## src/rtl/csvt_pkg.sv

```systemverilog
`default_nettype none

package csvt_pkg;

   // Field counting saturates here; the count register is seven bits wide.
   localparam int MAX_COLUMNS = 64;
   localparam logic [6:0] COL_CAP = (MAX_COLUMNS < 127) ? 7'(MAX_COLUMNS) : 7'd127;

   // Column register value after reset.
   localparam logic [6:0] DEFAULT_COLUMNS = 7'd6;

   // Characters with a meaning to the parser.
   localparam logic [7:0] CH_COMMA = 8'h2C;
   localparam logic [7:0] CH_QUOTE = 8'h22;
   localparam logic [7:0] CH_CR    = 8'h0D;
   localparam logic [7:0] CH_LF    = 8'h0A;

   // Error codes reported on the result channel.
   localparam logic [2:0] ERR_MISPLACED_QUOTE = 3'd0;
   localparam logic [2:0] ERR_JUNK_AFTER_QUOTE = 3'd1;
   localparam logic [2:0] ERR_UNTERMINATED     = 3'd2;
   localparam logic [2:0] ERR_COLUMN_COUNT     = 3'd3;
   localparam logic [2:0] ERR_NO_RECORD        = 3'd4;

   // Depth of the result queue; it must hold two results beyond one in flight.
   localparam int RSP_DEPTH = 4;
   localparam int RSP_PTR_W = $clog2(RSP_DEPTH);

   typedef struct packed {
      logic [7:0] byte_in;
      logic       last;
   } req_type;

   typedef struct packed {
      logic       has_char;
      logic [7:0] char_out;
      logic       field_end;
      logic       record_end;
      logic [6:0] column_index;
      logic       error;
      logic [2:0] error_code;
      logic       run_last;
   } rsp_type;

   // Results of one byte: how many are valid (0 to 2) and the two slots.
   typedef struct packed {
      logic [1:0] count;
      rsp_type    first;
      rsp_type    second;
   } step_out_type;

endpackage

`default_nettype wire

```

## src/rtl/csvt_step.sv

```systemverilog
`default_nettype none

module csvt_step (
   input  wire logic                  clock,
   input  wire logic                  reset,
   input  wire logic                  fire,
   input  wire csvt_pkg::req_type     item,
   input  wire logic [6:0]            expected_columns,
   output csvt_pkg::step_out_type     step_out
);
   import csvt_pkg::*;

   localparam logic [2:0] MODE_START  = 3'd0;
   localparam logic [2:0] MODE_PLAIN  = 3'd1;
   localparam logic [2:0] MODE_QUOTED = 3'd2;
   localparam logic [2:0] MODE_QPEND  = 3'd3;
   localparam logic [2:0] MODE_HALT   = 3'd4;

   logic [2:0] mode_ff, mode_in;
   logic       crp_ff, crp_in;
   logic [6:0] fields_ff, fields_in;
   logic       seen_ff, seen_in;

   rsp_type    res [2];
   logic [1:0] n;

   function automatic rsp_type make_rsp(logic has, logic [7:0] ch, logic fe, logic re,
                                        logic [6:0] col, logic err, logic [2:0] code);
      rsp_type r;
      r.has_char     = has;
      r.char_out     = ch;
      r.field_end    = fe;
      r.record_end   = re;
      r.column_index = col;
      r.error        = err;
      r.error_code   = code;
      r.run_last     = 1'b0;
      return r;
   endfunction

   // Whole step for one byte: byte handling, then end-of-stream handling.
   always_comb begin
      logic [7:0] b;
      logic       nl;
      logic       go;
      logic       swallow;
      logic       col_bad;
      b        = item.byte_in;
      nl       = (b == CH_LF) || (b == CH_CR);
      go       = 1'b0;
      swallow  = 1'b0;
      col_bad  = 1'b0;
      mode_in   = mode_ff;
      crp_in    = crp_ff;
      fields_in = fields_ff;
      seen_in   = seen_ff;
      n         = 2'd0;
      res[0]    = '0;
      res[1]    = '0;

      if (mode_ff != MODE_HALT) begin
         if (crp_ff) begin
            crp_in  = 1'b0;
            swallow = (b == CH_LF);
         end

         // Byte handling that depends on the current mode.
         if (!swallow) begin
            unique case (mode_ff)
               MODE_QUOTED: begin
                  if (b == CH_QUOTE) begin
                     mode_in = MODE_QPEND;
                  end else begin
                     res[0] = make_rsp(1'b1, b, 1'b0, 1'b0, 7'd0, 1'b0, 3'd0);
                     n      = 2'd1;
                  end
               end
               MODE_QPEND: begin
                  if (b == CH_QUOTE) begin
                     mode_in = MODE_QUOTED;
                     res[0]  = make_rsp(1'b1, b, 1'b0, 1'b0, 7'd0, 1'b0, 3'd0);
                     n       = 2'd1;
                  end else if (!nl && b != CH_COMMA) begin
                     mode_in = MODE_HALT;
                     res[0]  = make_rsp(1'b0, 8'd0, 1'b0, 1'b0, 7'd0, 1'b1,
                                        ERR_JUNK_AFTER_QUOTE);
                     n       = 2'd1;
                  end else begin
                     go = 1'b1;
                  end
               end
               MODE_PLAIN: begin
                  if (b == CH_QUOTE) begin
                     mode_in = MODE_HALT;
                     res[0]  = make_rsp(1'b0, 8'd0, 1'b0, 1'b0, 7'd0, 1'b1,
                                        ERR_MISPLACED_QUOTE);
                     n       = 2'd1;
                  end else begin
                     go = 1'b1;
                  end
               end
               MODE_START: begin
                  if (b == CH_QUOTE) begin
                     mode_in = MODE_QUOTED;
                  end else begin
                     go = 1'b1;
                  end
               end
               default: begin
                  go = 1'b0;
               end
            endcase

            // Separators and plain content.
            if (go) begin
               if (b == CH_COMMA) begin
                  res[0]    = make_rsp(1'b0, 8'd0, 1'b1, 1'b0, fields_ff, 1'b0, 3'd0);
                  n         = 2'd1;
                  fields_in = (fields_ff < COL_CAP) ? fields_ff + 7'd1 : COL_CAP;
                  mode_in   = MODE_START;
               end else if (nl) begin
                  col_bad = (expected_columns != 7'd0) &&
                            ((fields_ff >= COL_CAP) ||
                             ({1'b0, fields_ff} + 8'd1 != {1'b0, expected_columns}));
                  n = 2'd1;
                  if (col_bad) begin
                     mode_in = MODE_HALT;
                     res[0]  = make_rsp(1'b0, 8'd0, 1'b0, 1'b0, 7'd0, 1'b1,
                                        ERR_COLUMN_COUNT);
                  end else begin
                     res[0]    = make_rsp(1'b0, 8'd0, 1'b1, 1'b1, fields_ff, 1'b0, 3'd0);
                     fields_in = 7'd0;
                     seen_in   = 1'b1;
                     mode_in   = MODE_START;
                     if (b == CH_CR) begin
                        crp_in = 1'b1;
                     end
                  end
               end else begin
                  mode_in = MODE_PLAIN;
                  res[0]  = make_rsp(1'b1, b, 1'b0, 1'b0, 7'd0, 1'b0, 3'd0);
                  n       = 2'd1;
               end
            end
         end

         // End of stream: report an open quote, or close an open record and check that one was seen.
         if (item.last && mode_in != MODE_HALT) begin
            if (mode_in == MODE_QUOTED) begin
               mode_in     = MODE_HALT;
               res[n[0]]   = make_rsp(1'b0, 8'd0, 1'b0, 1'b0, 7'd0, 1'b1,
                                      ERR_UNTERMINATED);
               n           = n + 2'd1;
            end else begin
               if (mode_in == MODE_QPEND || mode_in == MODE_PLAIN ||
                   (mode_in == MODE_START && fields_in != 7'd0)) begin
                  col_bad = (expected_columns != 7'd0) &&
                            ((fields_in >= COL_CAP) ||
                             ({1'b0, fields_in} + 8'd1 != {1'b0, expected_columns}));
                  if (col_bad) begin
                     mode_in   = MODE_HALT;
                     res[n[0]] = make_rsp(1'b0, 8'd0, 1'b0, 1'b0, 7'd0, 1'b1,
                                          ERR_COLUMN_COUNT);
                  end else begin
                     res[n[0]] = make_rsp(1'b0, 8'd0, 1'b1, 1'b1, fields_in, 1'b0, 3'd0);
                     fields_in = 7'd0;
                     seen_in   = 1'b1;
                     mode_in   = MODE_START;
                  end
                  n = n + 2'd1;
               end
               if (mode_in != MODE_HALT && !seen_in) begin
                  mode_in   = MODE_HALT;
                  res[n[0]] = make_rsp(1'b0, 8'd0, 1'b0, 1'b0, 7'd0, 1'b1, ERR_NO_RECORD);
                  n         = n + 2'd1;
               end
            end
         end
      end

      // The final byte of a stream leaves the parser ready for the next one.
      if (item.last) begin
         mode_in   = MODE_START;
         crp_in    = 1'b0;
         fields_in = 7'd0;
         seen_in   = 1'b0;
      end

      if (n == 2'd1) begin
         res[0].run_last = 1'b1;
      end else if (n == 2'd2) begin
         res[1].run_last = 1'b1;
      end
   end

   assign step_out.count  = n;
   assign step_out.first  = res[0];
   assign step_out.second = res[1];

   // Parser state advances only when a byte is processed.
   always_ff @(posedge clock) begin
      if (reset) begin
         mode_ff   <= MODE_START;
         crp_ff    <= 1'b0;
         fields_ff <= 7'd0;
         seen_ff   <= 1'b0;
      end else if (fire) begin
         mode_ff   <= mode_in;
         crp_ff    <= crp_in;
         fields_ff <= fields_in;
         seen_ff   <= seen_in;
      end
   end

endmodule

`default_nettype wire

```

## src/rtl/csvt_rsp_queue.sv

```systemverilog
`default_nettype none

module csvt_rsp_queue (
   input  wire logic                  clock,
   input  wire logic                  reset,
   input  wire logic                  push,
   input  wire csvt_pkg::step_out_type step_out,
   output logic                       room,
   output logic                       rsp_valid,
   input  wire logic                  rsp_stall,
   output csvt_pkg::rsp_type          rsp_item
);
   import csvt_pkg::*;

   rsp_type                entry_ff [RSP_DEPTH];
   logic [RSP_PTR_W-1:0]   wr_ptr_ff, wr_ptr_in;
   logic [RSP_PTR_W-1:0]   rd_ptr_ff, rd_ptr_in;
   logic [RSP_PTR_W:0]     count_ff, count_in;
   logic [1:0]             push_count;
   logic                   pop;

   // Room for the two results a byte may cause.
   assign room       = (count_ff <= (RSP_PTR_W+1)'(RSP_DEPTH - 2));
   assign rsp_valid  = (count_ff != '0);
   assign rsp_item   = entry_ff[rd_ptr_ff];
   assign pop        = rsp_valid && !rsp_stall;
   assign push_count = push ? step_out.count : 2'd0;

   always_comb begin
      wr_ptr_in = wr_ptr_ff + RSP_PTR_W'(push_count);
      rd_ptr_in = rd_ptr_ff + RSP_PTR_W'(pop);
      count_in  = count_ff + (RSP_PTR_W+1)'(push_count) - (RSP_PTR_W+1)'(pop);
   end

   // Queue storage: up to two writes per cycle at consecutive places.
   always_ff @(posedge clock) begin
      if (push_count != 2'd0) begin
         entry_ff[wr_ptr_ff] <= step_out.first;
      end
      if (push_count == 2'd2) begin
         entry_ff[wr_ptr_ff + RSP_PTR_W'(1)] <= step_out.second;
      end
   end

   always_ff @(posedge clock) begin
      if (reset) begin
         wr_ptr_ff <= '0;
         rd_ptr_ff <= '0;
         count_ff  <= '0;
      end else begin
         wr_ptr_ff <= wr_ptr_in;
         rd_ptr_ff <= rd_ptr_in;
         count_ff  <= count_in;
      end
   end

endmodule

`default_nettype wire

```

## src/rtl/csv_quoted_field_tokenizer_core.sv

```systemverilog
// CSV tokenizer, one byte of text per transaction on the request channel.
// The request channel carries a byte and a last flag that marks the final
// byte of a stream; the response channel carries field content bytes, field
// and record boundaries with their column index, errors, and a run_last flag
// on the final response caused by each request.
// An accepted request is held in the input register and its results go to
// the response queue. The block takes one request per cycle while the queue
// has room for two results; a byte causes at most one response, and the
// final byte of a stream up to two. The rate is set by the single parsing
// stage between the input register and a four-entry response queue.
// The user must write the expected column count on the csr_ port while the
// block is idle; the block does not enforce this. Zero disables the check.
// Synchronous reset clears the parser to the start of a field outside quotes,
// empties the response queue and sets the expected column count to six.
// When the receiver stalls, responses wait in the queue; once it cannot hold
// two more, the request channel stalls in turn. After an error no responses
// are given until the byte that carries last, which clears the stream state.
`default_nettype none

module csv_quoted_field_tokenizer_core (
   input  wire logic              clock,
   input  wire logic              reset,
   input  wire logic              req_valid,
   output logic                   req_stall,
   input  wire csvt_pkg::req_type req_item,
   output logic                   rsp_valid,
   input  wire logic              rsp_stall,
   output csvt_pkg::rsp_type      rsp_item,
   input  wire logic              csr_write_enable,
   input  wire logic [6:0]        csr_write_data
);
   import csvt_pkg::*;

   logic         in_valid_ff, in_valid_in;
   req_type      in_item_ff;
   logic [6:0]   columns_ff;
   logic         room;
   logic         fire;
   logic         accept;
   step_out_type step_out;

   // Input register advances when the queue can take a whole byte's results.
   assign fire      = in_valid_ff && room;
   assign req_stall = in_valid_ff && !room;
   assign accept    = req_valid && !req_stall;

   always_comb begin
      if (accept) begin
         in_valid_in = 1'b1;
      end else if (fire) begin
         in_valid_in = 1'b0;
      end else begin
         in_valid_in = in_valid_ff;
      end
   end

   always_ff @(posedge clock) begin
      if (reset) begin
         in_valid_ff <= 1'b0;
      end else begin
         in_valid_ff <= in_valid_in;
      end
   end

   always_ff @(posedge clock) begin
      if (accept) begin
         in_item_ff <= req_item;
      end
   end

   // Expected column count register.
   always_ff @(posedge clock) begin
      if (reset) begin
         columns_ff <= DEFAULT_COLUMNS;
      end else if (csr_write_enable) begin
         columns_ff <= csr_write_data;
      end
   end

   csvt_step u_step (
      .clock            (clock),
      .reset            (reset),
      .fire             (fire),
      .item             (in_item_ff),
      .expected_columns (columns_ff),
      .step_out         (step_out)
   );

   csvt_rsp_queue u_queue (
      .clock     (clock),
      .reset     (reset),
      .push      (fire),
      .step_out  (step_out),
      .room      (room),
      .rsp_valid (rsp_valid),
      .rsp_stall (rsp_stall),
      .rsp_item  (rsp_item)
   );

endmodule

`default_nettype wire

```

## config.mk

```make
export PLATFORM = sky130hd
export DESIGN_NAME = csv_quoted_field_tokenizer_core
export DESIGN_NICKNAME = d
export VERILOG_FILES = /design/src/rtl/csvt_pkg.sv /design/src/rtl/csvt_step.sv /design/src/rtl/csvt_rsp_queue.sv /design/src/rtl/csv_quoted_field_tokenizer_core.sv
export SDC_FILE = /design/constraint.sdc
export NUM_CORES = 1
export LEC_CHECK = 0
export BUFFER_PORTS_ARGS = -buffer_cell sky130_fd_sc_hd__clkbuf_2
export CAP_MARGIN = 10
export CELL_PAD_IN_SITES_DETAIL_PLACEMENT = 1
export CELL_PAD_IN_SITES_GLOBAL_PLACEMENT = 1
export CORE_MARGIN = 2
export CORE_UTILIZATION = 53
export CTS_CLUSTER_DIAMETER = 150
export DETAILED_ROUTE_END_ITERATION = 16
export GPL_TIMING_DRIVEN = 0
export HOLD_SLACK_MARGIN = 0.12
export PLACE_DENSITY_LB_ADDON = 0.2
export SYNTH_ARGS = -nofsm -noshare
export SYNTH_HDL_FRONTEND = slang
export SYNTH_SLANG_ARGS = --single-unit
```

## constraint.sdc

```tcl
create_clock -name clock -period 11.3 [get_ports clock]
set_input_delay 1.13 -clock clock [delete_from_list [all_inputs] [get_ports clock]]
set_output_delay 1.13 -clock clock [all_outputs]
set_load 0.01 [all_outputs]
```

### Word level (Yosys, flattened, before mapping)

Memories as Yosys holds them, arrays and structs flattened. A register that Yosys moved wholly into a read port is not among the register bits.
Index checks and enable logic that the tools add are counted.

* flip-flop bits (word level): 36
* memory bits (writable): 92
* input port bits: 21
* output and inout port bits: 25
* logic and storage cells: 209
* memories kept: 1

Memories
* u_queue.entry_ff: depth 4, width 23, rd ports 1, clocked after memory_dff 1, wr ports 2, line csvt_rsp_queue.sv:15 `rsp_type entry_ff [RSP_DEPTH];`

* add/sub/neg operators: 10
* order comparisons: 8
* equality and inequality tests: 19
* muxes and demuxes: 117
* bitwise operators: 11
* reductions and logical operators: 32

Operators with widths (number)
* two-way mux 46 bit: 9
* two-way mux 23 bit: 9
* two-way mux 7 bit: 13
* AND 42 bit: 2
* inverter 42 bit: 2
* case mux 23 bit (3 select lines): 1
* two-way mux 3 bit: 21
* bitwise mux 46 bit: 1
* demux 23 bit (select 1 bit): 2
* two-way mux 1 bit: 41
* AND 40 bit: 1
* inverter 40 bit: 1
* two-way mux 2 bit: 14
* adder 7 x 1 -> 8 bit, second input constant: 2
* equality test 8 x 4 -> 1 bit, second input constant: 2
* equality test 8 x 6 -> 1 bit, second input constant: 2
* inequality test 8 x 7 -> 1 bit: 2
* greater-or-equal comparator 7 bit, second input constant: 2
* two-way mux 14 bit: 1
* nonzero test 7 bit: 2
* equality test 3 x 2 -> 1 bit, second input constant: 4
* logical AND 1 bit: 12
* case mux 3 bit (4 select lines): 1
* two-way mux 5 bit: 2
* other kinds (27): 48

### Depth between registers and ports, before layout

Gate-level depths: netlist of the first run.

* word-level depth: 32
* depth in mapped cells: 30

### By module

From an unflattened synthesis of the first run, not the netlist that was laid out.

* cells, all modules: 683
* area total of the unflattened synthesis: 8234.1 µm²

Modules (own cells, without submodules)
* csvt_rsp_queue: times used 1, cells each 282, area each 4947.2 µm², seq. area each 2902.8 µm²
* csvt_step: times used 1, cells each 364, area each 2707.6 µm², seq. area each 240.2 µm²
* csv_quoted_field_tokenizer_core: times used 1, cells each 37, area each 579.3 µm², seq. area each 430.4 µm²

### Worst setup path before layout of the first run

Ideal clock, no wire load.

* path type: register to register
* from: reg u_step.fields_ff[3]
* to: mem u_queue.entry_ff[1][0] in the netlist's numbering, enable pin
* library setup time: 0.439 ns
* arrival: 7.154 ns
* slack: 3.707 ns
* cell stages (with the launch flop): 25
* path buffers: 3
* clock period less this slack: 7.593 ns
* cell sequence: dfxtp_1 -> clkbuf_1 -> nand3_1 -> or2_2 -> ha_1 -> xor2_1 -> nor4_1 -> and4_1 -> a31o_2 -> buf_2 -> and2_1 -> a21oi_1 -> inv_1 -> ha_1 -> o211ai_1 -> or4_4 -> o311ai_4 -> inv_1 -> ha_1 -> ha_1 -> mux2i_1 -> o21ai_0 -> clkbuf_1 -> nand2_1 -> a211oi_1

RTL lines
* from (decl): line csvt_step.sv:21 `logic [6:0] fields_ff, fields_in;`
* from (signal assigned): line csvt_step.sv:210 `fields_ff <= fields_in;`
* to (decl): line csvt_rsp_queue.sv:15

==> results of run 1 <==
## final cells by class
type                            instances  area [um^2]
Sequential cell                       128         3570
Inverter                               23         86.3
Fill cell                            1452         5240
Tap cell                              180          225
Multi-Input combinational cell        477         3580
Clock inverter                         14          140
Timing Repair Buffer                   47          275
Clock buffer                           18          429
Buffer                                 45          224
## Yosys cell counts (4+ instances only)
master / n
sky130_fd_sc_hd__edfxtp_1: 101
sky130_fd_sc_hd__ha_1: 14
sky130_fd_sc_hd__dfxtp_1: 27
sky130_fd_sc_hd__buf_1: 5
sky130_fd_sc_hd__a211o_1: 4
sky130_fd_sc_hd__buf_2: 8
sky130_fd_sc_hd__a31oi_1: 8
sky130_fd_sc_hd__o31ai_1: 6
sky130_fd_sc_hd__a22oi_1: 6
sky130_fd_sc_hd__o211ai_1: 4
sky130_fd_sc_hd__or2_2: 4
sky130_fd_sc_hd__buf_6: 6
sky130_fd_sc_hd__and2_1: 4
sky130_fd_sc_hd__nand3b_2: 4
sky130_fd_sc_hd__o21ai_1: 4
sky130_fd_sc_hd__nor3_1: 17
sky130_fd_sc_hd__a211oi_1: 9
sky130_fd_sc_hd__nor2b_1: 9
sky130_fd_sc_hd__clkbuf_1: 26
sky130_fd_sc_hd__mux2i_1: 17
sky130_fd_sc_hd__nand3_1: 14
sky130_fd_sc_hd__nand2b_1: 5
sky130_fd_sc_hd__mux4_2: 23
sky130_fd_sc_hd__nor2_1: 79
sky130_fd_sc_hd__xnor2_1: 16
sky130_fd_sc_hd__or4_4: 5
sky130_fd_sc_hd__or3_1: 8
sky130_fd_sc_hd__nor4_4: 4
sky130_fd_sc_hd__a21oi_1: 32
sky130_fd_sc_hd__o32ai_1: 25
sky130_fd_sc_hd__and3_1: 4
sky130_fd_sc_hd__nand2_1: 56
sky130_fd_sc_hd__o22ai_1: 10
sky130_fd_sc_hd__xor2_1: 7
sky130_fd_sc_hd__inv_1: 23
sky130_fd_sc_hd__o21ai_0: 16
sky130_fd_sc_hd__a21o_1: 4
## metal layers
| metal | GRT usage [%] | vias up | share of wire (%) |
|---|---|---|---|
| met5 | 0 | - | 0 |
| met4 | 17.5 | 0 | 4.9 |
| met3 | 8.27 | 102 | 8.9 |
| met2 | 59.4 | 455 | 49 |
| met1 | 42.3 | 3138 | 37 |
| li1 | - | 2710 | - |
## cell usage in the layout, fill, tap and decap left out, types with 6 or more instances in the layout
master | synthesis | final
sky130_fd_sc_hd__edfxtp_1 | 101 | 101
sky130_fd_sc_hd__nor2_1 | 79 | 79
sky130_fd_sc_hd__nand2_1 | 56 | 56
sky130_fd_sc_hd__clkbuf_2 | 0 | 43
sky130_fd_sc_hd__a21oi_1 | 32 | 32
sky130_fd_sc_hd__clkbuf_1 | 26 | 27
sky130_fd_sc_hd__dfxtp_1 | 27 | 27
sky130_fd_sc_hd__o32ai_1 | 25 | 25
sky130_fd_sc_hd__inv_1 | 23 | 23
sky130_fd_sc_hd__mux4_2 | 23 | 23
sky130_fd_sc_hd__nor3_1 | 17 | 17
sky130_fd_sc_hd__mux2i_1 | 17 | 17
sky130_fd_sc_hd__clkbuf_16 | 0 | 17
sky130_fd_sc_hd__xnor2_1 | 16 | 16
sky130_fd_sc_hd__o21ai_0 | 16 | 15
sky130_fd_sc_hd__nand3_1 | 14 | 14
sky130_fd_sc_hd__ha_1 | 14 | 14
sky130_fd_sc_hd__o22ai_1 | 10 | 10
sky130_fd_sc_hd__nor2b_1 | 9 | 9
sky130_fd_sc_hd__buf_2 | 8 | 8
sky130_fd_sc_hd__or3_1 | 8 | 8
sky130_fd_sc_hd__a31oi_1 | 8 | 8
sky130_fd_sc_hd__xor2_1 | 7 | 7
sky130_fd_sc_hd__a211oi_1 | 9 | 7
sky130_fd_sc_hd__buf_6 | 6 | 6
sky130_fd_sc_hd__o31ai_1 | 6 | 6
sky130_fd_sc_hd__a22oi_1 | 6 | 6
## worst paths after layout
kind / from / endpoint / slack [ps] / depth (start not counted)
hold / removal: u_queue.count_ff[2] / u_queue.count_ff[2] / 550 / 2
setup reg to reg: u_step.fields_ff[3] / u_queue.entry_ff[3][16] / 3050 / 25
hold reg to reg: u_queue.count_ff[2] / u_queue.count_ff[2] / 550 / 2
setup / recovery: u_step.fields_ff[3] / u_queue.entry_ff[3][16] / 3050 / 25
## critical path, delay by kind of cell (launching register included)
kind,cells,cell delay [ps]
XOR/XNOR,1,150
adder cells (fa/ha/maj),4,1190
multiplexers,1,80
flip-flops,1,300
AND/OR/NAND/NOR,7,2130
buffers and inverters,6,1950
AO/OA/AOI/OAI,6,2130
## cells by family (layout without fill, tap and decap cells)
| group | Yosys count | count (layout) | share of synthesized area [%] |
|---|---|---|---|
| AOI/OAI and AO/OA | 157 | 157 | 15.4 |
| xor gates and xnor gates | 24 | 24 | 3.01 |
| adders and majority gates | 16 | 16 | 2.76 |
| buffers and inverters | 68 | 147 | 4.18 |
| DFF | 128 | 128 | 48.1 |
| muxes | 40 | 40 | 9.26 |
| and+or+nand+nor | 240 | 240 | 17.3 |
## state kept, by name (all words and copies together) (netlist names)
register,cells
u_step.crp_ff,1
u_queue.wr_ptr_ff,2
u_queue.count_ff,3
u_queue.entry_ff,92
u_step.mode_ff,3
in_valid_ff,1
columns_ff,7
u_step.seen_ff,1
in_item_ff,9
u_queue.rd_ptr_ff,2
u_step.fields_ff,7
## metrics by stage
step | util, % | cell area [um^2]
after floorplan | - | 7430
after global placement | 57.1 | 7870
after detailed placement | 57.8 | 7960
after CTS | 62.0 | 8530
after global routing | 62.0 | 8530
final | 62.0 | 8530
## power groups by stage
| stage | Clock, mW | Combinational, mW | Sequential [mW] |
|---|---|---|---|
| detailed placement | 0 | 0.303 | 0.569 |
| floorplan | 0 | 0.206 | 0.563 |
| finish | 0.544 | 0.310 | 0.561 |
| global placement | 0 | 0.286 | 0.567 |
| CTS | 0.541 | 0.311 | 0.561 |
| global route | 0.563 | 0.334 | 0.563 |
==> out/metrics.json, run 1 <==
{
  "fp.dieH": {"value": 122, "unit": "um"},
  "area_growth": {"value": 14.8, "unit": "%"},
  "via_per_inst": {"value": 6.87},
  "finalCritPeriodShare": {"value": 73.0, "unit": "%"},
  "boundaryPins": {"value": 46},
  "cts.reportedPaths.clkPinSlew": {"value": 60, "unit": "ps"},
  "cts_setup_buffers": {"value": 0},
  "placement.setup.worst_slack": {"value": 3310, "unit": "ps"},
  "clockBufferDepth": {"value": 2},
  "layout_setup_ws": {"value": 3050, "unit": "ps"},
  "post_layout_cell_count": {"value": 932},
  "yosys_most_used_dff": {"value": "sky130_fd_sc_hd__edfxtp_1"},
  "result_of_the_run": {"value": "finished, final reports clean"},
  "drt_iter0_drc": {"value": 682},
  "tightestPinTransition": {"value": 1220, "unit": "ps"},
  "layout.nets": {"value": 775},
  "drt_drc_violations_left": {"value": 0},
  "grtUsageTotal": {"value": 35.2, "unit": "%"},
  "cp.arrival": {"value": 8380, "unit": "ps"},
  "core_area": {"value": 13800, "unit": "um^2"},
  "synthesis.area": {"value": 7430, "unit": "um^2"},
  "synth.yosys.warnings": {"value": 0},
  "worst_clock_skew": {"value": 10.5, "unit": "ps"},
  "cts_tree": {"value": "built"},
  "setup.worst_path.end_class": {"value": "flop"},
  "synthDominantAreaCellType": {"value": "sky130_fd_sc_hd__edfxtp_1"},
  "postSynthRegisterBits": {"value": 128},
  "holdCritPathClass": {"value": "reg2reg"},
  "cell_count_after_placement": {"value": 900},
  "firstDrtPassIters": {"value": 5},
  "power_switching_share": {"value": 29.6, "unit": "%"},
  "cts_repair_resize_count": {"value": 0},
  "syn-mean-instance-area": {"value": 11.0, "unit": "um^2"},
  "final_period_minus_worst_setup_slack": {"value": 8250, "unit": "ps"},
  "grt_first_pass_wirelength": {"value": 38700, "unit": "um"},
  "worst_setup_path_start_kind": {"value": "flop"},
  "placement_rows": {"value": 43},
  "finalHoldWorstSlack": {"value": 555, "unit": "ps"},
  "sequentialPowerShare": {"value": 39.6, "unit": "%"},
  "final-setup-viol-count": {"value": 0},
  "worst_slew_margin_relative_to_its_limit": {"value": 17.6, "unit": "%"},
  "synthArstFlopShare": {"value": 0, "unit": "%"},
  "critical_path_data_required_time": {"value": 11430, "unit": "ps"},
  "critPathSlowestCell": {"value": "sky130_fd_sc_hd__a211oi_4"},
  "first_global_vias": {"value": 6582},
  "grt_antenna_before_repair": {"value": 0},
  "horizontal_extent_of_the_die": {"value": 122, "unit": "um"},
  "timing.critical_path.mode_cell": {"value": "sky130_fd_sc_hd__ha_1"},
  "synth_instances": {"value": 673},
  "ir_drop": {"value": 0.0872, "unit": "mV"},
  "pwr-share-clk": {"value": 38.5, "unit": "%"},
  "power_density": {"value": 166, "unit": "nW/um^2"},
  "dpl.hpwl": {"value": 16900, "unit": "um"},
  "finalSetupTns": {"value": 0, "unit": "ps"},
  "floorplan.initialDensity": {"value": 54.0, "unit": "%"},
  "syn_nets": {"value": 709},
  "max_cap_violations": {"value": 0},
  "place_congestion": {"value": 0.923},
  "design_power_total": {"value": 1.42, "unit": "mW"},
  "synth-edff-count": {"value": 101},
  "yosysSeqAreaShare": {"value": 48.1, "unit": "%"},
  "grt_max_degree": {"value": 17},
  "power.combinational.fraction": {"value": 21.9, "unit": "%"},
  "setup_repair_after_global_routing_missed_its_margin": {"value": "no"},
  "synth.area.top_cells": {"value": "sky130_fd_sc_hd__edfxtp_1, sky130_fd_sc_hd__dfxtp_1, sky130_fd_sc_hd__mux4_2"},
  "place.port_buffers": {"value": 43},
  "cts-buffers-inserted": {"value": 17},
  "slowest_delay": {"value": 810, "unit": "ps"},
  "power.internal": {"value": 0.997, "unit": "mW"},
  "final_hold_viol_count": {"value": 0},
  "die_area": {"value": 15000, "unit": "um^2"},
  "gr-total-overflow": {"value": 0},
  "hold_fix_buffers_cts": {"value": 0},
  "routed-via-count": {"value": 6405},
  "wire_per_inst": {"value": 27.2, "unit": "um"},
  "worst_skew_pair.late_latency": {"value": 440, "unit": "ps"},
  "antenna_cells": {"value": 0},
  "timing_max_transition_violations_final": {"value": 0},
  "ctsHtreeMaxLevel": {"value": 4},
  "fmaxAchievable": {"value": 121, "unit": "MHz"},
  "static-leakage-power": {"value": 3.06, "unit": "nW"},
  "setup.worst_path.class": {"value": "reg2reg"},
  "post-synth-top-area-fraction": {"value": 40.8, "unit": "%"},
  "count_of_clock_tree_sinks": {"value": 128},
  "ant_nets": {"value": 0},
  "synth_cell_types": {"value": 77},
  "wl": {"value": 25300, "unit": "um"},
  "power.net_switching": {"value": 0.419, "unit": "mW"},
  "drive_gt1_share": {"value": 19.0, "unit": "%"},
  "critical_path.max_fanout": {"value": 13},
  "root_buffer": {"value": "sky130_fd_sc_hd__clkbuf_16"}
}
Power figures use the tool's default switching activity.
==> run 2: changes to the inputs <==
--- a/config.mk
+++ b/config.mk
@@ -10,7 +10,7 @@
 export CELL_PAD_IN_SITES_DETAIL_PLACEMENT = 1
 export CELL_PAD_IN_SITES_GLOBAL_PLACEMENT = 1
 export CORE_MARGIN = 2
-export CORE_UTILIZATION = 53
+export CORE_UTILIZATION = 49
 export CTS_CLUSTER_DIAMETER = 150
 export DETAILED_ROUTE_END_ITERATION = 16
 export GPL_TIMING_DRIVEN = 0
==> constraint.sdc (replaced) <==
create_clock -name clock -period 8.5 [get_ports clock]
set_input_delay 0.85 -clock clock [delete_from_list [all_inputs] [get_ports clock]]
set_output_delay 0.85 -clock clock [all_outputs]
set_load 0.01 [all_outputs]
==> run 2 against run 1 <==
First-iteration DRC count is 17% lower. Sequential share of layout area hardly changed. Power up 26%. Via count shrank 5.9%. Largest power group unchanged. Sequential power grew 32%.
==> out/metrics.json, run 2 (synthesis results as in run 1) <==
{
  "finalCritPeriodShare": {"value": 93.0, "unit": "%", "change": "+20 points"},
  "placement_rows": {"value": 45, "change": "+4.7%"},
  "largest_register_ffs": {"value": 92, "change": "unchanged"},
  "fmaxAchievable": {"value": 126, "unit": "MHz", "change": "+4.3%"},
  "timing.critical_path.buf_inv": {"value": 6, "change": "unchanged"},
  "critPathSlowestCell": {"value": "sky130_fd_sc_hd__o21ai_2"},
  "drt_drc_violations_left": {"value": 0, "change": "unchanged"},
  "design_power_total": {"value": 1.79, "unit": "mW", "change": "+26%"},
  "grtUsageTotal": {"value": 28.7, "unit": "%", "change": "-6.5 points"},
  "worst_slew_margin_relative_to_its_limit": {"value": 28.6, "unit": "%", "change": "+11 points"},
  "first_global_vias": {"value": 6402, "change": "-2.7%"},
  "place.port_buffers": {"value": 43, "change": "unchanged"},
  "worst_skew_pair.late_latency": {"value": 420, "unit": "ps", "change": "-20 ps"},
  "worst_setup_path_start_kind": {"value": "flop"},
  "max_flop_register": {"value": "u_queue.entry_ff"},
  "final_hold_viol_count": {"value": 0, "change": "unchanged"},
  "timing_max_transition_violations_final": {"value": 0, "change": "unchanged"},
  "area_growth": {"value": 14.7, "unit": "%", "change": "about the same"},
  "regArea": {"value": 3570, "unit": "um^2", "change": "unchanged"},
  "fin_area": {"value": 8530, "unit": "um^2", "change": "about the same"},
  "place_congestion": {"value": 0.944, "change": "+2.3%"},
  "ir_drop": {"value": 0.131, "unit": "mV", "change": "+51%"},
  "cp.arrival": {"value": 8030, "unit": "ps", "change": "-350 ps"},
  "gr-total-overflow": {"value": 0, "change": "unchanged"},
  "static-leakage-power": {"value": 3.04, "unit": "nW", "change": "-0.91%"},
  "grt_max_degree": {"value": 17, "change": "unchanged"},
  "number_of_filler_cells_placed_in_the_layout": {"value": 1627, "change": "+12%"},
  "drt_iter0_drc": {"value": 563, "change": "-17%"},
  "critical_path.top_delay_family": {"value": "simple AND/OR/NAND/NOR gates"},
  "holdCritPathClass": {"value": "reg2reg"},
  "slowest_delay": {"value": 690, "unit": "ps", "change": "-120 ps"},
  "die_area": {"value": 16200, "unit": "um^2", "change": "+7.9%"},
  "routed-via-count": {"value": 6025, "change": "-5.9%"},
  "cts_tree": {"value": "built"},
  "hold_start": {"value": "u_step.seen_ff"},
  "tightestPinTransition": {"value": 1070, "unit": "ps", "change": "-154 ps"},
  "cts_repair_resize_count": {"value": 0, "change": "unchanged"},
  "drive_gt1_share": {"value": 19.0, "unit": "%", "change": "-0.050 points"},
  "clockBufferDepth": {"value": 2, "change": "unchanged"},
  "critical_path.max_fanout": {"value": 13, "change": "unchanged"},
  "via_per_inst": {"value": 6.40, "change": "-6.9%"},
  "grt_first_pass_wirelength": {"value": 35300, "unit": "um", "change": "-8.8%"},
  "cts-buffers-inserted": {"value": 17, "change": "unchanged"},
  "setup.worst_path.end_class": {"value": "flop"},
  "wl": {"value": 22500, "unit": "um", "change": "-11%"},
  "cts.reportedPaths.clkPinSlew": {"value": 60, "unit": "ps", "change": "about the same"},
  "final-setup-viol-count": {"value": 0, "change": "unchanged"},
  "setup.worst_path.class": {"value": "reg2reg"},
  "final_period_minus_worst_setup_slack": {"value": 7910, "unit": "ps", "change": "-343 ps"},
  "horizontal_extent_of_the_die": {"value": 127, "unit": "um", "change": "+3.9%"},
  "count_of_clock_tree_sinks": {"value": 128, "change": "unchanged"},
  "firstDrtPassIters": {"value": 5, "change": "unchanged"},
  "fp.dieH": {"value": 127, "unit": "um", "change": "+3.9%"},
  "wire_per_inst": {"value": 23.9, "unit": "um", "change": "-12%"},
  "worst_clock_skew": {"value": 10.1, "unit": "ps", "change": "-0.428 ps"},
  "total_area_of_multi_input_combinational_cells": {"value": 3580, "unit": "um^2", "change": "unchanged"},
  "critical_path_data_required_time": {"value": 8620, "unit": "ps", "change": "-2810 ps"},
  "ant_nets": {"value": 0, "change": "unchanged"},
  "power_density": {"value": 210, "unit": "nW/um^2", "change": "+26%"},
  "boundaryPins": {"value": 46, "change": "unchanged"},
  "timing.critical_path.mode_cell": {"value": "sky130_fd_sc_hd__ha_1"},
  "layout_commonest_cell": {"value": "sky130_fd_sc_hd__edfxtp_1"},
  "utilization": {"value": 56.7, "unit": "%", "change": "-5.2 points"},
  "max_cap_violations": {"value": 0, "change": "unchanged"},
  "r2r-start": {"value": "u_step.fields_ff[3]"},
  "layout.nets": {"value": 777, "change": "+0.26%"},
  "dpl.hpwl": {"value": 16700, "unit": "um", "change": "-0.97%"},
  "highest_count_cells_in_the_layout_ignoring_fill_and_taps": {"value": "sky130_fd_sc_hd__edfxtp_1, sky130_fd_sc_hd__nor2_1, sky130_fd_sc_hd__nand2_1"},
  "largest_registers": {"value": "u_queue.entry_ff (92), in_item_ff (9)"},
  "placed_cell_area": {"value": 7970, "unit": "um^2", "change": "+0.13%"},
  "core_area": {"value": 15000, "unit": "um^2", "change": "+9.1%"},
  "antenna_cells": {"value": 0, "change": "unchanged"},
  "root_buffer": {"value": "sky130_fd_sc_hd__clkbuf_16"},
  "reg2reg_setup_slack": {"value": 590, "unit": "ps", "change": "-2460 ps"},
  "floorplan.initialDensity": {"value": 49.4, "unit": "%", "change": "-4.5 points"},
  "result_of_the_run": {"value": "finished, final reports clean"},
  "grt_antenna_before_repair": {"value": 0, "change": "unchanged"},
  "setup_repair_after_global_routing_missed_its_margin": {"value": "no"},
  "ctsHtreeMaxLevel": {"value": 4, "change": "unchanged"},
  "crit_start": {"value": "u_step.fields_ff[3]"}
}
## run 2: cell count changes in the layout (fill, tap and decap cells not counted)
cell,delta
sky130_fd_sc_hd__clkbuf_1,+4
sky130_fd_sc_hd__bufinv_16,-2
sky130_fd_sc_hd__buf_12,+2
sky130_fd_sc_hd__clkinv_1,-2
sky130_fd_sc_hd__clkinvlp_4,+1
sky130_fd_sc_hd__clkinv_2,+1
sky130_fd_sc_hd__clkinv_4,-1
sky130_fd_sc_hd__inv_6,-1
## run 2: routing by layer
layer	track usage, %	share of wire [%]
met2	49.1	50
met3	5.28	6.3
met4	14.0	4.0
met5	0	0
met1	35.3	40
## run 2: report_power, final
| group | leakage, nW | internal [mW] | switching [mW] |
|---|---|---|---|
| Sequential | 1.12 | 0.722 | 0.0205 |
| Combinational | 1.67 | 0.175 | 0.227 |
| Clock | 0.242 | 0.371 | 0.271 |
## run 2: timing repair
item,CTS,global route
hold buffers,0,0
setup buffers,0,2
endpoints found under the setup margin,0,22
## run 2: path summary, 6_finish.rpt
path / end / depth (start not counted)
max reg2reg: u_queue.entry_ff[2][15] / 25
max: u_queue.entry_ff[2][15] / 25
min: u_step.seen_ff / 2
min reg2reg: u_step.seen_ff / 2
## run 2: area by class of cell
cell class / instances / share of cell area [%]
sequential: 128 / 41.9
multi-input combinational: 477 / 42.0
tap: 188 / 2.76
clock inverter: 10 / 0.792
clock buffer: 22 / 5.21
buffer: 45 / 2.63
timing repair buffer: 49 / 3.70
inverter: 23 / 1.01
## run 2: worst reg2reg max path, stage by stage (launching register included)
cell                       delay (ps)
sky130_fd_sc_hd__dfxtp_1          300
sky130_fd_sc_hd__clkbuf_1         410
sky130_fd_sc_hd__nand3_1          220
sky130_fd_sc_hd__or2_2            340
sky130_fd_sc_hd__ha_1             330
sky130_fd_sc_hd__xor2_1           150
sky130_fd_sc_hd__nor4_1           300
sky130_fd_sc_hd__and4_1           320
sky130_fd_sc_hd__a31o_2           200
sky130_fd_sc_hd__buf_2            230
sky130_fd_sc_hd__and2_1           250
sky130_fd_sc_hd__o21ai_0          190
sky130_fd_sc_hd__inv_1            270
sky130_fd_sc_hd__ha_1             200
sky130_fd_sc_hd__o211ai_1          90
sky130_fd_sc_hd__or4_4            460
sky130_fd_sc_hd__o311ai_4         410
sky130_fd_sc_hd__inv_1            110
sky130_fd_sc_hd__ha_1             340
sky130_fd_sc_hd__ha_1             280
sky130_fd_sc_hd__mux2i_1           60
sky130_fd_sc_hd__o21ai_0          410
sky130_fd_sc_hd__clkbuf_1         570
sky130_fd_sc_hd__nor2_1           180
sky130_fd_sc_hd__o21ai_2          690
sky130_fd_sc_hd__buf_8            250
## run 2: per-stage QoR
| step | setup WS, ps | TNS, ps | instances | hold slack (ps) |
|---|---|---|---|---|
| after floorplan | 907 | 0 | 673 | 486 |
| after global placement | -1460 | -95140 | 904 | 522 |
| after detailed placement | 478 | 0 | 908 | 536 |
| after CTS | 451 | 0 | 940 | 555 |
| after global routing | 78.8 | 0 | 942 | 582 |
| final | 594 | 0 | 942 | 545 |
==> run 3: changes to the inputs <==
--- a/config.mk
+++ b/config.mk
@@ -16,6 +16,7 @@
 export GPL_TIMING_DRIVEN = 0
 export HOLD_SLACK_MARGIN = 0.12
 export PLACE_DENSITY_LB_ADDON = 0.2
+export RECOVER_POWER = 25
 export SYNTH_ARGS = -nofsm -noshare
 export SYNTH_HDL_FRONTEND = slang
 export SYNTH_SLANG_ARGS = --single-unit
==> run 3 against run 2 <==
Via count increased by 0.66%. Combinational power fell by 2%. Worst hold slack improved by 1.4 ps. Critical path type unchanged. Largest cell class unchanged. Highest routed layer unchanged.
==> out/metrics.json, run 3 (synthesis results as in run 1) <==
{
  "max_flop_register": {"value": "u_queue.entry_ff"},
  "cts_repair_resize_count": {"value": 0, "change": "unchanged"},
  "total_area_of_multi_input_combinational_cells": {"value": 3570, "unit": "um^2", "change": "-0.14%"},
  "via_per_inst": {"value": 6.44, "change": "+0.66%"},
  "crit_start": {"value": "u_step.fields_ff[3]"},
  "layout.nets": {"value": 777, "change": "unchanged"},
  "die_area": {"value": 16200, "unit": "um^2", "change": "unchanged"},
  "cell_count_after_placement": {"value": 908, "change": "unchanged"},
  "ir_drop": {"value": 0.132, "unit": "mV", "change": "about the same"},
  "setup.worst_path.class": {"value": "reg2reg"},
  "result_of_the_run": {"value": "finished, final reports clean"},
  "final_period_minus_worst_setup_slack": {"value": 7900, "unit": "ps", "change": "-7.08 ps"},
  "finalCritPeriodShare": {"value": 92.9, "unit": "%", "change": "about the same"},
  "cp.arrival": {"value": 8020, "unit": "ps", "change": "about the same"},
  "static-leakage-power": {"value": 2.97, "unit": "nW", "change": "-2.3%"},
  "holdCritPathClass": {"value": "reg2reg"},
  "ant_nets": {"value": 0, "change": "unchanged"},
  "boundaryPins": {"value": 46, "change": "unchanged"},
  "fmaxAchievable": {"value": 127, "unit": "MHz", "change": "about the same"},
  "worst_clock_skew": {"value": 10.2, "unit": "ps", "change": "+0.0624 ps"},
  "gr-total-overflow": {"value": 0, "change": "unchanged"},
  "critical_path_data_required_time": {"value": 8620, "unit": "ps", "change": "about the same"},
  "core_area": {"value": 15000, "unit": "um^2", "change": "unchanged"},
  "count_of_clock_tree_sinks": {"value": 128, "change": "unchanged"},
  "drt_iter0_drc": {"value": 502, "change": "-11%"},
  "placement_rows": {"value": 45, "change": "unchanged"},
  "highest_count_cells_in_the_layout_ignoring_fill_and_taps": {"value": "sky130_fd_sc_hd__edfxtp_1, sky130_fd_sc_hd__nor2_1, sky130_fd_sc_hd__clkbuf_1, sky130_fd_sc_hd__nand2_1, sky130_fd_sc_hd__a21oi_1"},
  "power_density": {"value": 209, "unit": "nW/um^2", "change": "-0.10%"},
  "cts.reportedPaths.clkPinSlew": {"value": 60, "unit": "ps", "change": "about the same"},
  "worst_slew_margin_relative_to_its_limit": {"value": 28.8, "unit": "%", "change": "+0.19 points"},
  "wl": {"value": 22500, "unit": "um", "change": "+0.15%"},
  "r2r-start": {"value": "u_step.fields_ff[3]"},
  "drive_gt1_share": {"value": 15.8, "unit": "%", "change": "-3.2 points"},
  "tightestPinTransition": {"value": 1070, "unit": "ps", "change": "-2.87 ps"},
  "largest_registers": {"value": "u_queue.entry_ff (92), in_item_ff (9)"},
  "placed_cell_area": {"value": 7970, "unit": "um^2", "change": "unchanged"},
  "final_hold_viol_count": {"value": 0, "change": "unchanged"},
  "floorplan.initialDensity": {"value": 49.4, "unit": "%", "change": "unchanged"},
  "grt_antenna_before_repair": {"value": 0, "change": "unchanged"},
  "routed-via-count": {"value": 6065, "change": "+0.66%"},
  "max_cap_violations": {"value": 0, "change": "unchanged"},
  "post_layout_cell_count": {"value": 942, "change": "unchanged"},
  "reg2reg_setup_slack": {"value": 600, "unit": "ps", "change": "about the same"},
  "fin_area": {"value": 8490, "unit": "um^2", "change": "-0.40%"},
  "cts-buffers-inserted": {"value": 17, "change": "unchanged"},
  "critical_path.max_fanout": {"value": 13, "change": "unchanged"},
  "first_global_vias": {"value": 6402, "change": "unchanged"},
  "fp.dieH": {"value": 127, "unit": "um", "change": "unchanged"},
  "cts_tree": {"value": "built"},
  "critPathSlowestCell": {"value": "sky130_fd_sc_hd__o21ai_2"},
  "layout_commonest_cell": {"value": "sky130_fd_sc_hd__edfxtp_1"},
  "regArea": {"value": 3570, "unit": "um^2", "change": "unchanged"},
  "drt_drc_violations_left": {"value": 0, "change": "unchanged"},
  "horizontal_extent_of_the_die": {"value": 127, "unit": "um", "change": "unchanged"},
  "wire_per_inst": {"value": 23.9, "unit": "um", "change": "+0.15%"},
  "clockBufferDepth": {"value": 2, "change": "unchanged"},
  "root_buffer": {"value": "sky130_fd_sc_hd__clkbuf_16"},
  "area_growth": {"value": 14.3, "unit": "%"},
  "grtUsageTotal": {"value": 28.7, "unit": "%", "change": "unchanged"},
  "antenna_cells": {"value": 0, "change": "unchanged"},
  "place.port_buffers": {"value": 43, "change": "unchanged"},
  "grt_first_pass_wirelength": {"value": 35300, "unit": "um", "change": "unchanged"},
  "firstDrtPassIters": {"value": 5, "change": "unchanged"},
  "timing.critical_path.mode_cell": {"value": "sky130_fd_sc_hd__ha_1"},
  "timing_max_transition_violations_final": {"value": 0, "change": "unchanged"},
  "largest_register_ffs": {"value": 92, "change": "unchanged"},
  "final-setup-viol-count": {"value": 0, "change": "unchanged"},
  "worst_skew_pair.late_latency": {"value": 420, "unit": "ps", "change": "about the same"},
  "cts_setup_buffers": {"value": 0, "change": "unchanged"},
  "place_congestion": {"value": 0.944, "change": "unchanged"},
  "dpl.hpwl": {"value": 16700, "unit": "um", "change": "unchanged"},
  "hold_fix_buffers_cts": {"value": 0, "change": "unchanged"},
  "worst_setup_path_start_kind": {"value": "flop"},
  "slowest_delay": {"value": 710, "unit": "ps", "change": "+20 ps"},
  "setup_repair_after_global_routing_missed_its_margin": {"value": "no"},
  "hold_start": {"value": "u_step.seen_ff"},
  "number_of_filler_cells_placed_in_the_layout": {"value": 1633, "change": "+0.37%"},
  "ctsHtreeMaxLevel": {"value": 4, "change": "unchanged"},
  "setup.worst_path.end_class": {"value": "flop"},
  "grt_max_degree": {"value": 17, "change": "unchanged"}
}
[run 3: cell count changes in the layout (fill, tap and decap cells not counted), sizes merged]
cell / delta
clkbuf: +2
buf: -2
[run 3: cell type report]
class,count,share of cell area [%]
clock inverters,10,0.796
multi-input cells,477,42.1
plain buffers,45,2.64
repair buffers,49,3.37
flip-flops and latches,128,42.1
well taps,188,2.77
clock buffers,22,5.23
inverters,23,1.02
[run 3: where the power goes]
part           leakage [nW]  switching (mW)  total [mW]  internal [mW]
logic                  1.60           0.228       0.392          0.164
clock network         0.242           0.272       0.643          0.371
registers              1.12          0.0206       0.743          0.722
total                  2.97           0.520        1.78           1.26
[run 3: worst paths after layout]
kind / cells past startpoint / endpoint
max: 25 / u_queue.entry_ff[0][16]
min: 2 / u_step.seen_ff
max reg2reg: 25 / u_queue.entry_ff[0][16]
min reg2reg: 2 / u_step.seen_ff
[run 3: worst max-delay path: cells and delay by family, from the launching register on]
kind / cells / cell delay, ps
AND/OR/NAND/NOR: 7 / 2070
AO/OA/AOI/OAI: 6 / 2030
buffers and inverters: 6 / 1840
adder cells (fa/ha/maj): 4 / 1150
flip-flops: 1 / 300
XOR/XNOR: 1 / 150
multiplexers: 1 / 60
[run 3: metrics by stage]
step                hold slack, ps  setup slack, ps  setup TNS [ps]  power [mW]  util (%)
detailed placement             536              478               0        1.16      53.0
finish                         546              601               0        1.78      56.5
global placement               522            -1460          -95140        1.13      52.4
floorplan                      486              907               0        1.02         -
global route                   582             78.8               0        1.85      56.5
CTS                            555              451               0        1.80      56.4
[run 3: per-layer routing]
layer | vias up | global-route usage [%] | routed length (um)
met1 | 3055 | 35.3 | 9030
li1 | 2711 | - | -
met2 | 236 | 49.1 | 11200
met3 | 63 | 5.28 | 1340
met5 | - | 0 | 0
met4 | 0 | 14.0 | 939
